===== src/jsu_pkg.sv =====
// Package for the JSON string unescaper: scan modes, result codes, the result
// record, and the hex, UTF-8 encode and UTF-8 check helper functions.
// Depends on nothing.
package jsu_pkg;

	localparam int unsigned LENGTH_LIMIT = 262144;
	localparam int unsigned LEN_W = 19;
	localparam int unsigned QUEUE_DEPTH = 8;
	localparam int unsigned PTR_W = $clog2(QUEUE_DEPTH);
	localparam int unsigned CNT_W = $clog2(QUEUE_DEPTH + 1);
	localparam int unsigned MAX_RESULTS = 4;
	localparam logic [LEN_W-1:0] MAX_BYTES_RESET = LEN_W'(4096);

	localparam logic [7:0] CH_QUOTE = 8'h22;
	localparam logic [7:0] CH_BSLASH = 8'h5c;
	localparam logic [7:0] CH_SLASH = 8'h2f;
	localparam logic [7:0] CH_B = 8'h62;
	localparam logic [7:0] CH_F = 8'h66;
	localparam logic [7:0] CH_N = 8'h6e;
	localparam logic [7:0] CH_R = 8'h72;
	localparam logic [7:0] CH_T = 8'h74;
	localparam logic [7:0] CH_U = 8'h75;
	localparam logic [7:0] CH_SPACE = 8'h20;

	typedef enum logic [2:0] {
		M_WAIT,
		M_BODY,
		M_ESC,
		M_HEX,
		M_PAIR_BS,
		M_PAIR_U,
		M_LOW_HEX
	} mode_t;

	typedef enum logic [1:0] {
		KIND_BYTE,
		KIND_DONE,
		KIND_REJECT
	} kind_t;

	typedef enum logic [3:0] {
		CAUSE_NONE,
		CAUSE_NO_QUOTE,
		CAUSE_CONTROL,
		CAUSE_BAD_ESCAPE,
		CAUSE_BAD_HEX,
		CAUSE_BAD_SURROGATE,
		CAUSE_TOO_LONG,
		CAUSE_BAD_UTF8,
		CAUSE_SOURCE_ENDED
	} cause_t;

	typedef struct packed {
		kind_t kind;
		logic [7:0] data;
		cause_t cause;
		logic [LEN_W-1:0] len;
		logic last;
	} res_t;

	typedef struct packed {
		logic ok;
		logic [3:0] val;
	} hex_t;

	typedef struct packed {
		logic [2:0] n;
		logic [3:0][7:0] bytes;
	} enc_t;

	typedef struct packed {
		logic [1:0] pend;
		logic [20:0] part;
		logic [1:0] cls;
		logic failed;
	} u8_t;

	function automatic hex_t hex_val(input logic [7:0] c);
		hex_t r;
		r.ok = 1'b1;
		r.val = c[3:0];
		if (c >= 8'h30 && c <= 8'h39) begin
			r.val = c[3:0];
		end else if ((c >= 8'h61 && c <= 8'h66) || (c >= 8'h41 && c <= 8'h46)) begin
			r.val = c[3:0] + 4'd9;
		end else begin
			r.ok = 1'b0;
		end
		return r;
	endfunction

	function automatic enc_t utf8_encode(input logic [20:0] cp);
		enc_t r;
		r.bytes = '0;
		if (cp <= 21'h7f) begin
			r.n = 3'd1;
			r.bytes[0] = cp[7:0];
		end else if (cp <= 21'h7ff) begin
			r.n = 3'd2;
			r.bytes[0] = {3'b110, cp[10:6]};
			r.bytes[1] = {2'b10, cp[5:0]};
		end else if (cp <= 21'hffff) begin
			r.n = 3'd3;
			r.bytes[0] = {4'b1110, cp[15:12]};
			r.bytes[1] = {2'b10, cp[11:6]};
			r.bytes[2] = {2'b10, cp[5:0]};
		end else begin
			r.n = 3'd4;
			r.bytes[0] = {5'b11110, cp[20:18]};
			r.bytes[1] = {2'b10, cp[17:12]};
			r.bytes[2] = {2'b10, cp[11:6]};
			r.bytes[3] = {2'b10, cp[5:0]};
		end
		return r;
	endfunction

	function automatic u8_t utf8_feed(input u8_t s, input logic [7:0] b);
		u8_t r;
		logic [20:0] lo;
		r = s;
		lo = 21'h10000;
		if (!s.failed) begin
			if (s.pend == 2'd0) begin
				if (b[7]) begin
					if (b[7:5] == 3'b110) begin
						r.part = {16'd0, b[4:0]};
						r.pend = 2'd1;
						r.cls = 2'd1;
					end else if (b[7:4] == 4'b1110) begin
						r.part = {17'd0, b[3:0]};
						r.pend = 2'd2;
						r.cls = 2'd2;
					end else if (b[7:3] == 5'b11110) begin
						r.part = {18'd0, b[2:0]};
						r.pend = 2'd3;
						r.cls = 2'd3;
					end else begin
						r.failed = 1'b1;
					end
				end
			end else if (b[7:6] != 2'b10) begin
				r.failed = 1'b1;
			end else begin
				r.part = {s.part[14:0], b[5:0]};
				r.pend = s.pend - 2'd1;
				if (s.pend == 2'd1) begin
					if (s.cls == 2'd1) begin
						lo = 21'h80;
					end else if (s.cls == 2'd2) begin
						lo = 21'h800;
					end
					if (r.part < lo || r.part > 21'h10ffff ||
							(r.part >= 21'hd800 && r.part <= 21'hdfff)) begin
						r.failed = 1'b1;
					end
				end
			end
		end
		return r;
	endfunction

endpackage


===== src/json_string_unescaper.sv =====
// JSON string unescaper top level: byte-wide decoder with a small result queue.
// Depends on jsu_pkg.
//
// Usage: the source text enters one byte per request on the input channel
// (data_byte, source_ends), starting at the opening quote of a string. Each
// request is decoded in the cycle it is accepted and produces zero to four
// results, which are pushed into an eight-entry queue. The output channel
// delivers one result per cycle while out_stall is low, from the head of
// that queue: a decoded byte, a finish with the decoded length, or a
// rejection with its cause. The last result caused by one request carries
// last_of_run. The input takes one request per cycle as long as the queue
// has room for four results; a request that expands into several bytes
// fills as many entries, so the sustained rate is one result per cycle.
// When the receiver stalls, the queue fills and in_stall rises once fewer
// than four entries are free. After reset the queue is empty, the decoder
// waits for an opening quote and max_bytes holds 4096. max_bytes is written
// through cfg_write_en and cfg_write_data; the user must do so only while
// the block is idle, which the block itself does not enforce.
module json_string_unescaper (
	input  logic                       clk,
	input  logic                       arst_n,
	input  logic                       cfg_write_en,
	input  logic [jsu_pkg::LEN_W-1:0]  cfg_write_data,
	input  logic                       in_valid,
	output logic                       in_stall,
	input  logic [7:0]                 data_byte,
	input  logic                       source_ends,
	output logic                       out_valid,
	input  logic                       out_stall,
	output logic [1:0]                 result_kind,
	output logic [7:0]                 out_byte,
	output logic [3:0]                 error_cause,
	output logic [jsu_pkg::LEN_W-1:0]  decoded_length,
	output logic                       last_of_run
);
	import jsu_pkg::*;

	logic [LEN_W-1:0] max_bytes_q;
	mode_t mode_q, mode_d;
	logic [11:0] acc_q, acc_d;
	logic [1:0] dig_q, dig_d;
	logic [9:0] ph_q, ph_d;
	logic [LEN_W-1:0] len_q, len_d;
	u8_t u8_q, u8_d;

	res_t queue_q [QUEUE_DEPTH];
	logic [PTR_W-1:0] wr_ptr_q, rd_ptr_q;
	logic [CNT_W-1:0] cnt_q;

	logic accept, pop;
	logic [LEN_W-1:0] limit;
	hex_t hv;
	logic [15:0] unit;
	logic [20:0] pair_cp;
	logic rej, fin, em;
	cause_t cause;
	enc_t enc;
	logic [LEN_W:0] len_sum;
	res_t res_w [MAX_RESULTS];
	logic [2:0] res_n;
	res_t head;

	assign accept = in_valid && !in_stall;
	assign pop = out_valid && !out_stall;
	assign limit = (max_bytes_q < LEN_W'(LENGTH_LIMIT)) ? max_bytes_q : LEN_W'(LENGTH_LIMIT);
	assign hv = hex_val(data_byte);
	assign unit = {acc_q, hv.val};
	assign pair_cp = 21'h10000 + {1'b0, ph_q, unit[9:0]};
	assign len_sum = {1'b0, len_q} + (LEN_W + 1)'(enc.n);

	always_comb begin
		mode_d = mode_q;
		acc_d = acc_q;
		dig_d = dig_q;
		ph_d = ph_q;
		len_d = len_q;
		u8_d = u8_q;
		rej = 1'b0;
		fin = 1'b0;
		em = 1'b0;
		cause = CAUSE_NONE;
		enc.n = 3'd1;
		enc.bytes = '0;
		enc.bytes[0] = data_byte;
		if (mode_q == M_WAIT) begin
			if (!source_ends && data_byte == CH_QUOTE) begin
				mode_d = M_BODY;
				acc_d = '0;
				dig_d = '0;
				ph_d = '0;
				len_d = '0;
				u8_d = '0;
			end else begin
				rej = 1'b1;
				cause = CAUSE_NO_QUOTE;
			end
		end else if (source_ends) begin
			rej = 1'b1;
			cause = CAUSE_SOURCE_ENDED;
		end else begin
			case (mode_q)
				M_BODY: begin
					if (data_byte == CH_QUOTE) begin
						if (len_q > limit) begin
							rej = 1'b1;
							cause = CAUSE_TOO_LONG;
						end else if (u8_q.failed || u8_q.pend != 2'd0) begin
							rej = 1'b1;
							cause = CAUSE_BAD_UTF8;
						end else begin
							fin = 1'b1;
						end
					end else if (data_byte < CH_SPACE) begin
						rej = 1'b1;
						cause = CAUSE_CONTROL;
					end else if (data_byte == CH_BSLASH) begin
						mode_d = M_ESC;
					end else begin
						em = 1'b1;
					end
				end
				M_ESC: begin
					em = 1'b1;
					case (data_byte)
						CH_QUOTE, CH_BSLASH, CH_SLASH: enc.bytes[0] = data_byte;
						CH_B: enc.bytes[0] = 8'h08;
						CH_F: enc.bytes[0] = 8'h0c;
						CH_N: enc.bytes[0] = 8'h0a;
						CH_R: enc.bytes[0] = 8'h0d;
						CH_T: enc.bytes[0] = 8'h09;
						CH_U: begin
							em = 1'b0;
							acc_d = '0;
							dig_d = '0;
							mode_d = M_HEX;
						end
						default: begin
							em = 1'b0;
							rej = 1'b1;
							cause = CAUSE_BAD_ESCAPE;
						end
					endcase
				end
				M_HEX, M_LOW_HEX: begin
					if (!hv.ok) begin
						rej = 1'b1;
						cause = CAUSE_BAD_HEX;
					end else if (dig_q != 2'd3) begin
						acc_d = {acc_q[7:0], hv.val};
						dig_d = dig_q + 2'd1;
					end else begin
						acc_d = '0;
						dig_d = '0;
						if (mode_q == M_HEX) begin
							if (unit >= 16'hd800 && unit <= 16'hdbff) begin
								ph_d = unit[9:0];
								mode_d = M_PAIR_BS;
							end else if (unit >= 16'hdc00 && unit <= 16'hdfff) begin
								rej = 1'b1;
								cause = CAUSE_BAD_SURROGATE;
							end else begin
								em = 1'b1;
								enc = utf8_encode({5'd0, unit});
							end
						end else if (unit < 16'hdc00 || unit > 16'hdfff) begin
							rej = 1'b1;
							cause = CAUSE_BAD_SURROGATE;
						end else begin
							em = 1'b1;
							enc = utf8_encode(pair_cp);
						end
					end
				end
				M_PAIR_BS: begin
					if (data_byte == CH_BSLASH) begin
						mode_d = M_PAIR_U;
					end else begin
						rej = 1'b1;
						cause = CAUSE_BAD_SURROGATE;
					end
				end
				M_PAIR_U: begin
					if (data_byte == CH_U) begin
						acc_d = '0;
						dig_d = '0;
						mode_d = M_LOW_HEX;
					end else begin
						rej = 1'b1;
						cause = CAUSE_BAD_SURROGATE;
					end
				end
				default: mode_d = M_WAIT;
			endcase
		end
		if (em) begin
			if (len_sum > {1'b0, limit}) begin
				em = 1'b0;
				rej = 1'b1;
				cause = CAUSE_TOO_LONG;
			end else begin
				len_d = len_sum[LEN_W-1:0];
				mode_d = M_BODY;
				for (int k = 0; k < MAX_RESULTS; k++) begin
					if (3'(k) < enc.n) begin
						u8_d = utf8_feed(u8_d, enc.bytes[k]);
					end
				end
			end
		end
		if (rej || fin) begin
			mode_d = M_WAIT;
		end
	end

	always_comb begin
		res_n = 3'd0;
		for (int k = 0; k < MAX_RESULTS; k++) begin
			res_w[k].kind = KIND_BYTE;
			res_w[k].data = enc.bytes[k];
			res_w[k].cause = CAUSE_NONE;
			res_w[k].len = '0;
			res_w[k].last = (3'(k) == enc.n - 3'd1);
		end
		if (rej) begin
			res_n = 3'd1;
			res_w[0].kind = KIND_REJECT;
			res_w[0].data = '0;
			res_w[0].cause = cause;
			res_w[0].last = 1'b1;
		end else if (fin) begin
			res_n = 3'd1;
			res_w[0].kind = KIND_DONE;
			res_w[0].data = '0;
			res_w[0].len = len_q;
			res_w[0].last = 1'b1;
		end else if (em) begin
			res_n = enc.n;
		end
	end

	always_ff @(posedge clk or negedge arst_n) begin
		if (!arst_n) begin
			max_bytes_q <= MAX_BYTES_RESET;
		end else if (cfg_write_en) begin
			max_bytes_q <= cfg_write_data;
		end
	end

	always_ff @(posedge clk or negedge arst_n) begin
		if (!arst_n) begin
			mode_q <= M_WAIT;
			acc_q <= '0;
			dig_q <= '0;
			ph_q <= '0;
			len_q <= '0;
			u8_q <= '0;
		end else if (accept) begin
			mode_q <= mode_d;
			acc_q <= acc_d;
			dig_q <= dig_d;
			ph_q <= ph_d;
			len_q <= len_d;
			u8_q <= u8_d;
		end
	end

	always_ff @(posedge clk or negedge arst_n) begin
		if (!arst_n) begin
			wr_ptr_q <= '0;
			rd_ptr_q <= '0;
			cnt_q <= '0;
		end else begin
			wr_ptr_q <= wr_ptr_q + (accept ? PTR_W'(res_n) : PTR_W'(0));
			rd_ptr_q <= rd_ptr_q + (pop ? PTR_W'(1) : PTR_W'(0));
			cnt_q <= cnt_q + (accept ? CNT_W'(res_n) : CNT_W'(0)) -
				(pop ? CNT_W'(1) : CNT_W'(0));
		end
	end

	always_ff @(posedge clk) begin
		if (accept) begin
			for (int k = 0; k < MAX_RESULTS; k++) begin
				if (3'(k) < res_n) begin
					queue_q[wr_ptr_q + PTR_W'(k)] <= res_w[k];
				end
			end
		end
	end

	assign head = queue_q[rd_ptr_q];
	assign in_stall = (cnt_q > CNT_W'(QUEUE_DEPTH - MAX_RESULTS));
	assign out_valid = (cnt_q != '0);
	assign result_kind = head.kind;
	assign out_byte = head.data;
	assign error_cause = head.cause;
	assign decoded_length = head.len;
	assign last_of_run = head.last;

	a_queue_bound: assert property (@(posedge clk) disable iff (!arst_n)
		cnt_q <= CNT_W'(QUEUE_DEPTH))
		else $error("result queue count exceeds its depth");

	a_result_follows: assert property (@(posedge clk) disable iff (!arst_n)
		(accept && res_n != 3'd0) |=> out_valid)
		else $error("accepted request with results left the queue empty");

	a_len_bound: assert property (@(posedge clk) disable iff (!arst_n)
		len_q <= LEN_W'(LENGTH_LIMIT))
		else $error("decoded length grew beyond the hard limit");

	a_kind_legal: assert property (@(posedge clk) disable iff (!arst_n)
		out_valid |-> (result_kind != 2'd3))
		else $error("illegal result kind at the queue head");

endmodule


===== config.mk =====
export PLATFORM = sky130hd
export DESIGN_NAME = json_string_unescaper
export DESIGN_NICKNAME = d
export VERILOG_FILES = /design/src/jsu_pkg.sv /design/src/json_string_unescaper.sv
export SDC_FILE = /design/constraint.sdc
export NUM_CORES = 1
export LEC_CHECK = 0
export ABC_AREA = 1
export BUFFER_PORTS_ARGS = -buffer_cell sky130_fd_sc_hd__buf_2
export CAP_MARGIN = 0
export CORE_MARGIN = 4
export CORE_UTILIZATION = 50
export DETAILED_ROUTE_END_ITERATION = 8
export PLACE_DENSITY_LB_ADDON = 0.12
export SYNTH_ARGS = -nofsm -noshare
export SYNTH_HDL_FRONTEND = slang
export SYNTH_SLANG_ARGS = --single-unit

===== constraint.sdc =====
create_clock -name clk -period 8.4 [get_ports clk]
set_input_delay 0.84 -clock clk [delete_from_list [all_inputs] [get_ports clk]]
set_output_delay 0.84 -clock clk [all_outputs]
set_load 0.005 [all_outputs]

# == Word level (Yosys, flattened, before mapping) ==
# Memory sizes are Yosys's and may differ from the RTL's.
# Cells that the tools add are included.
# W data, S select, Z words.
# totals
regBits,101
ramBits,272
in_bits,33
output_inout_bits,36
memories,1
# mem_list
name,words,word_bits,read_ports,rd_ports_with_merged_regs,wr,line_no,text
queue_q,8,34,1,0,4,json_string_unescaper.sv:46,res_t queue_q [QUEUE_DEPTH];
# classes
n_addsub,16
n_lt_le_gt_ge,46
n_eq_ne,52
n_mux,267
reduce_logical,46
# ops
cell,count
$mux W21,28
$mux W26,22
$mux W25,12
$mux W35,8
$mux W23,8
$mux W17,8
$mux W19,6
$le A21 B16 Y1 const B,5
$mux W3,32
$mux W10,9
$ge A21 B16 Y1 const B,4
$gt A21 B21 Y1 const B,4
$lt A21 B21 Y1,4
$mux W1,84
$mux W12,6
$eq A8 B7 Y1 const B,7
$mux W16,3
$mux W4,11
$pmux W8 S5,1
$ge A16 B16 Y1 const B,2
$le A16 B16 Y1 const B,2
$mux W8,4
$mux W27,1
$mux W2,12
68 further kinds,144

# == Depth between registers and ports, before layout ==
# Gate-level depths: netlist of run 1.
# depth
word_depth,98
ltp_mapped,60

# == Least setup slack after synthesis of run 1 ==
# Ideal clock, no wire load.
# synth_path
kind,input to register
startpoint,input data_byte[0]
endpoint,memory queue_q[2][0] (netlist bit) (enable)
setup_ns,0.340
arrival_ns,7.219
t_required_ns,8.060
setup_slack_ns,0.841
cell_stages,48
n_path_buf,2
cell_sequence,inv_1 -> ha_1 -> nand3_4 -> nand3_4 -> nand2_2 -> nand2_2 -> inv_4 -> nand3_1 -> nand2_1 -> nand3_1 -> o21ai_0 -> nor3_1 -> inv_1 -> nor2_1 -> inv_1 -> a21oi_1 -> clkbuf_1 -> ha_1 -> [... 12 more ...] -> o221a_2 -> nand3_1 -> nand2_1 -> nor2_1 -> inv_1 -> nand4_1 -> nor2_2 -> inv_1 -> nor2_1 -> nand2_1 -> nor2_1 -> nor2_1 -> nand2_1 -> clkinv_1 -> nor2_1 -> inv_1 -> clkbuf_1 -> nand4_1
# synth_lines
item,line_no,text
from (decl),json_string_unescaper.sv:26,"input logic [7:0] data_byte,"
to (decl),json_string_unescaper.sv:46,

==> results.tsv, run 1 <==
stage	metric	value	unit
global_route	GRT Overall Usage	0.320	
timing	post-route setup slack	733	ps
cells_and_area	P&R area growth vs syn	12.2	%
synthesis	async set-reset flop share out of synthesis	0.259	
worst_setup_path	cell with the most instances on the worst path	inv_1	
worst_setup_path	Data required, critical path	8790	ps
worst_setup_path	Setup CP Type	primary input to flip-flop	
clock_tree	maximum clock path buffer count	3	
drt	DR pass1 iterations	8	
placed_design	hpwl dp	58500	µm
synthesis	FF+latch count, synth	367	
worst_setup_path	Reg2Reg Launch Point	ph_q[6]$_DFFE_PN0P_	
cells_and_area	Final #Nets	3469	
worst_setup_path	max incr delay on CP	390	ps
clock_tree	CTS tree	done	
placed_design	post-place setup slack	-198	ps
synthesis	ys flop type	dfxtp_1	
job	max_cap viols	0	
synthesis	Post-synth EDFFs	64	
placed_design	port bufs	68	
timing	fin crit share	0.913	
cells_and_area	area of the multi-input gates	13200	µm²
power	Peak VDD IR	0.245	mV
synthesis	Synth warnings	0	
timing	Slew headroom	0.261	
worst_setup_path	CP arrival	8050	ps
run_status	status	finished clean	
placed_design	GPL Wtd Cong	1.02	
global_route	largest net degree at the start of global routing	81	
floorplanning	placeable core area	46500	µm²
cells_and_area	Seq. cell area	8470	µm²
clock_tree	CTS clk-pin slew, worst paths	60	ps
clock_tree	CTS root buffer	clkbuf_16	
worst_setup_path	Setup crit start kind	primary input	
clock_tree	CTS sink count	367	
drt	Routed Wire Length	84500	µm
worst_setup_path	worst setup path startpoint	data_byte[1]	
global_route	first-pass GRT wire length	129000	µm
timing	fin crit period	7670	ps
synthesis	Seq/Total Area, Yosys	0.361	
clock_tree	CTS buffer count	43	
floorplanning	row cnt	79	
timing	final slew viol count	0	
floorplanning	Vert. Die Dim	225	µm
timing	clk_skew	25.3	ps
worst_hold_path	Min-Delay Path Class	primary input to async pin	
timing	final setup TNS	0	ps
drt	# DRC	0	
timing	final hold vios	0	
drt	via count	24500	
drt	WL/cell	21.2	µm
global_route	number of global-route vias before repair	22700	
power	Power Density	365	nW/µm²
timing	Final Setup Violations	0	
power	Lkg Pwr	0.0111	µW
synthesis	Mapped Area	23500	µm²
cells_and_area	fraction of layout cells with a size suffix above 1	0.112	
drt	vias per inst	6.12	
floorplanning	num ports	69	
clock_tree	H-tree Lvls	2	
synthesis	Yosys cell types	68	
drt	Final ANT Viol Nets	0	
synthesis	Post-Synthesis Cells	3334	
synthesis	Post-Syn Area per Cell	7.04	µm²
cells_and_area	fillers	4424	
timing	f_max	130	MHz
worst_setup_path	Max FO, Critical Path	7	
worst_setup_path	Crit-path slowest cell	fa_1	
floorplanning	Starting Density	0.505	
global_route	grt ovf	0	
placed_design	DP Area	24700	µm²
global_route	initial antenna violation count	4	
worst_setup_path	Critical Path Sink Type	flip-flop	
floorplanning	Die Wd	225	µm
cells_and_area	fin area	26300	µm²
synthesis	syn_nets	3448	
timing	worst slew pin tran	1100	ps
clock_tree	Clk Latency, worst-skew pair	590	ps
floorplanning	Die Footprint	50500	µm²
drt	1st-iter DRT viols	2824	
==> registers in the layout, summed over array words and instances, names as in the netlist <==
| signal | cells |
|---|---|
| cnt_q | 4 |
| acc_q | 12 |
| mode_q | 3 |
| wr_ptr_q | 3 |
| u8_q | 20 |
| rd_ptr_q | 3 |
| dig_q | 2 |
| ph_q | 10 |
| queue_q | 272 |
| max_bytes_q | 19 |
| len_q | 19 |
==> cell usage after synthesis, types with 35 or more instances <==
| library cell | instances | area share |
|---|---|---|
| a211oi_1 | 173 | 0.055 |
| ha_1 | 78 | 0.042 |
| a31oi_1 | 50 | 0.013 |
| nand4_1 | 35 | 0.0093 |
| edfxtp_1 | 64 | 0.082 |
| o22ai_1 | 93 | 0.025 |
| dfxtp_1 | 208 | 0.18 |
| inv_1 | 294 | 0.047 |
| nor3_1 | 50 | 0.011 |
| o21ai_0 | 282 | 0.060 |
| a21oi_1 | 162 | 0.035 |
| nor2_1 | 594 | 0.095 |
| nand2_1 | 548 | 0.088 |
| dfrtp_1 | 94 | 0.10 |
| nand3_1 | 110 | 0.023 |
| clkbuf_1 | 143 | 0.023 |
==> repair_timing <==
item,in CTS,in global routing
endpoints found under the setup margin,0,339
gates resized for setup,0,47
setup buffers,0,7
hold buffers,0,0
==> routing by layer <==
metal,share of wire,wire length (µm),up-vias,track usage
li1,-,-,11500,-
met1,0.43,36000,11500,0.455
met2,0.44,37400,1244,0.496
met3,0.094,7920,238,0.0539
met4,0.038,3210,4,0.115
met5,0.00026,22,-,0
==> kinds of logic (layout without fill, tap and decap cells) <==
kind of cell             Yosys count  count (layout)  synth area share
AND/OR/NAND/NOR                 1409            1409             0.252
AO/OA/AOI/OAI                    915             915             0.241
buffers and inverters            519             573            0.0852
flip-flops                       367             367             0.361
adder cells (fa/ha/maj)           81              81            0.0441
XOR/XNOR                          26              26           0.00970
multiplexers                      17              17           0.00815
other                              0               1                 0
==> path summary, 6_finish.rpt <==
path                                                to  slack, ps  cells after the start
max                           queue_q[5][28]$_DFFE_PP_        730                     52
min                        max_bytes_q[13]$_DFFE_PN0P_        150                      1
max reg2reg                queue_q[0][19]$_SDFFE_PP0P_        780                     48
min reg2reg                queue_q[5][23]$_SDFFE_PP0P_        460                      2
max in group asynchronous        rd_ptr_q[0]$_DFF_PN0_       6850                      2
min in group clk           queue_q[5][23]$_SDFFE_PP0P_        460                      2
==> cell usage in the layout, fill, tap and decap left out, types with 11 or more instances in the layout <==
master     count
nor2_2        19
xor2_1        16
clkbuf_16     47
nand2_2       27
ha_1          77
inv_1        288
o31ai_1       16
a211oi_1     172
a21oi_1      158
buf_2         67
inv_2         30
buf_4         75
clkbuf_1      15
edfxtp_1      64
nand4_1       35
buf_12        11
o211ai_1      17
o22ai_1       93
o21ai_1       34
nand3_1      109
dfrtp_1       92
o21ai_0      280
a31oi_1       50
o2111ai_1     23
nand2_1      543
dfxtp_1      208
mux2_2        17
a221oi_1      19
nor2_4        17
nor2_1       571
clkinv_1      12
nor3_1        48
==> metrics by stage <==
stage | instances | power (µW) | util | hold slack, ps
CTS | 3987 | 9530 | 0.562 | 140
floorplan | 3334 | 6150 | - | 437
global route | 3996 | 10300 | 0.567 | 161
finish | 3996 | 9620 | 0.567 | 150
global placement | 3909 | 7500 | 0.531 | 443
detailed placement | 3909 | 7590 | 0.531 | 450
==> report_power, final <==
| group | switching (µW) | internal, µW |
|---|---|---|
| combinational | 3070 | 1720 |
| sequential | 487 | 2430 |
| clock | 795 | 1130 |
==> area by class of cell <==
| class | instances | share of cell area |
|---|---|---|
| diodes | 1 | 0.0000950 |
| flip-flops and latches | 367 | 0.322 |
| inverters | 335 | 0.0484 |
| repair buffers | 160 | 0.0462 |
| multi-input cells | 2448 | 0.500 |
| clock inverters | 12 | 0.00665 |
| well taps | 607 | 0.0288 |
| clock buffers | 66 | 0.0484 |
==> worst max-delay path: cells and delay by family <==
family	cells	cell delay (ps)
AOI/OAI and AO/OA	9	1500
adders and majority gates	4	1020
buffers and inverters	13	1390
and+or+nand+nor	26	3280
Note: power is estimated with default switching activity, not from simulation.
==> run 2: changes to the inputs <==
- ABC_AREA: 1 -> default
- RECOVER_POWER: default -> 50
==> results.tsv, run 2 <==
stage	metric	value	unit	change
run_status	status	finished with violations		
run_status	violated checks	capacitance limit, slew limit		
clock_tree	Clk Latency, worst-skew pair	610	ps	+20 ps
cells_and_area	fillers	4079		-7.8%
placed_design	GPL Wtd Cong	0.987		-2.9%
placed_design	DP Area	25500	µm²	+3.2%
synthesis	Yosys cell types	111		+63%
timing	final hold vios	0		unchanged
global_route	first-pass GRT wire length	131000	µm	+1.1%
power	Power Density	197	nW/µm²	-46%
worst_setup_path	Data required, critical path	8840	ps	+50 ps
clock_tree	CTS sink count	367		unchanged
worst_hold_path	Min-Delay Path Class	flip-flop to flip-flop		
worst_setup_path	max incr delay on CP	600	ps	+210 ps
timing	f_max	123	MHz	-5.3%
global_route	initial antenna violation count	0		-4
clock_tree	Post-CTS Setup Inserts	0		unchanged
drt	WL/cell	24.8	µm	+17%
timing	RSZ-0062 raised after global routing	yes		
cells_and_area	most common cell after layout, fill and taps aside	nand2_1		
worst_setup_path	CP arrival	8540	ps	+490 ps
timing	final slew viol count	155		+155
synthesis	share of the synthesized area in the top cell type	0.181		+0.00342
cells_and_area	Util after Layout	0.589		+0.0220
synthesis	cell taking the most area after synthesis	dfxtp_1		
drt	# DRC	0		unchanged
placed_design	port bufs	68		unchanged
synthesis	dominant cells by area after synthesis	dfxtp_1 (18%), dfrtp_1 (10%), edfxtp_1 (8.3%), nand2_1 (6.9%), mux4_2 (6.6%)		
clock_tree	CTS root buffer	clkbuf_16		
synthesis	Synth warnings	0		unchanged
cells_and_area	Final #Nets	2921		-16%
synthesis	FF+latch count, synth	367		unchanged
cells_and_area	fin area	26800	µm²	+1.7%
global_route	largest net degree at the start of global routing	77		-4.9%
timing	WHS	450	ps	+300 ps
cells_and_area	most frequent cells in the layout	nand2_1 (421), a21oi_1 (249), dfxtp_1 (208), nor2_1 (188), nand3_1 (185)		
synthesis	Post-Synthesis Cells	2663		-20%
drt	1st-iter DRT viols	2693		-4.6%
drt	Final ANT Viol Nets	0		unchanged
cells_and_area	Top Registers	queue_q x272, u8_q x20		
worst_setup_path	Critical Path Sink Type	flip-flop		
clock_tree	H-tree Lvls	2		unchanged
power	Peak VDD IR	0.269	mV	+9.7%
worst_setup_path	Setup crit start kind	primary input		
cells_and_area	P&R area growth vs syn	16.3	%	
floorplanning	Vert. Die Dim	223	µm	-0.92%
synthesis	Post-Syn Area per Cell	8.65	µm²	+23%
synthesis	Post-synth EDFFs	64		unchanged
floorplanning	Die Footprint	49600	µm²	-1.8%
clock_tree	CTS clk-pin slew, worst paths	60	ps	about the same
power	Lkg Pwr	0.0106	µW	-4.9%
worst_setup_path	Crit-path slowest cell	nor3_1		
floorplanning	Starting Density	0.506		+0.00110
synthesis	ys flop type	dfxtp_1		
synthesis	Mapped Area	23000	µm²	-1.9%
timing	Final Setup Violations	0		unchanged
drt	DR pass1 iterations	6		-2
drt	Routed Wire Length	85400	µm	+0.97%
placed_design	hpwl dp	62900	µm	+7.4%
cells_and_area	number of flip-flops under the largest register name	272		unchanged
clock_tree	CTS tree	done		
timing	final setup TNS	0	ps	unchanged
timing	fin crit period	8100	ps	+433 ps
global_route	GRT Overall Usage	0.335		+0.0141
global_route	number of global-route vias before repair	21700		-4.3%
floorplanning	placeable core area	45500	µm²	-2.1%
floorplanning	Die Wd	223	µm	-0.92%
worst_setup_path	Max FO, Critical Path	18		+11
synthesis	syn_nets	2777		-19%
drt	vias per inst	6.59		+7.8%
floorplanning	num ports	69		unchanged
job	max_cap viols	3		+3
timing	Slew headroom	-2.00		-2.26
synthesis	async set-reset flop share out of synthesis	0.259		unchanged
cells_and_area	fraction of layout cells with a size suffix above 1	0.187		+0.0746
floorplanning	row cnt	78		-1.3%
synthesis	top-count cell post-synth	nand2_1		
drt	via count	22700		-7.3%
global_route	grt ovf	0		unchanged
clock_tree	CTS buffer count	42		-2.3%
clock_tree	maximum clock path buffer count	3		unchanged
cells_and_area	Inserted Diodes	0		-1
synthesis	Seq/Total Area, Yosys	0.368		+0.00695
cells_and_area	Largest Register	queue_q		
timing	fin crit share	0.964		+0.0515
timing	worst slew pin tran	4500	ps	+3400 ps
timing	clk_skew	44.2	ps	+18.9 ps
synthesis	synth cell count leaders	nand2_1 (421), a21oi_1 (249), dfxtp_1 (208)		
power	overall power	5280	µW	-45%
worst_setup_path	Setup CP Type	primary input to flip-flop		
==> run 2: layout make-up <==
cell class | count | area (µm²) | area share
tap | 600 | 751 | 0.0280
clock buffer | 54 | 1150 | 0.0428
multi-input combinational | 2031 | 13600 | 0.506
clock inverter | 21 | 287 | 0.0107
inverter | 67 | 251 | 0.00939
timing repair buffer | 298 | 2320 | 0.0865
sequential | 367 | 8470 | 0.316
==> run 2: worst paths after layout <==
path                                             from                          to  slack (ps)  depth (start not counted)
max in group asynchronous                      arst_n  max_bytes_q[9]$_DFFE_PN0P_        3360                          2
setup / recovery                         data_byte[3]        u8_q[25]$_DFFE_PN0P_         300                         33
hold / removal             queue_q[3][6]$_SDFFE_PP0P_  queue_q[3][6]$_SDFFE_PP0P_         450                          2
setup reg to reg                  ph_q[6]$_DFFE_PN0P_    queue_q[2][31]$_DFFE_PP_         590                         35
min in group asynchronous                      arst_n        dig_q[1]$_DFFE_PN0P_         950                          1
hold reg to reg            queue_q[3][6]$_SDFFE_PP0P_  queue_q[3][6]$_SDFFE_PP0P_         450                          2
==> run 2: through the flow <==
stage	setup WS, ps	instances
final	301	3438
after global routing	-18.0	3438
after CTS	610	3438
after detailed placement	28.7	3363
after global placement	80.7	3363
after floorplan	-21.4	2663
==> run 2: layer usage <==
layer,vias to the layer above,part of all wire,GRT usage
li1,10100,-,-
met1,11000,0.42,0.481
met2,1327,0.45,0.515
met3,205,0.096,0.0560
met4,0,0.033,0.114
met5,-,0,0
==> run 2: timing repair <==
action / CTS / global route
hold endpoints to repair: 0 / 0
setup endpoints to repair: 0 / 15
hold buffers: 0 / 0
gates resized for setup: 0 / 2
==> run 2: critical path, delay by kind of cell <==
family	cells	cell delay [ps]
and+or+nand+nor	11	2840
AOI/OAI and AO/OA	10	2430
buffers and inverters	7	1000
adders and majority gates	3	820
muxes	2	600
==> run 2: power breakdown <==
part / leakage [µW] / internal [µW] / total (µW) / switching, µW
clock network: 0.000699 / 1100 / 1910 / 802
logic: 0.00633 / 567 / 1260 / 696
registers: 0.00354 / 1930 / 2110 / 180
==> run 2: cell families after synthesis <==
kind of cell	after synthesis	share of synthesized area
compound gates	696	0.208
xor+xnor	31	0.0118
fa+ha+maj	81	0.0450
buf+inv	265	0.0453
flops	367	0.368
mux	152	0.106
simple gates	1071	0.217
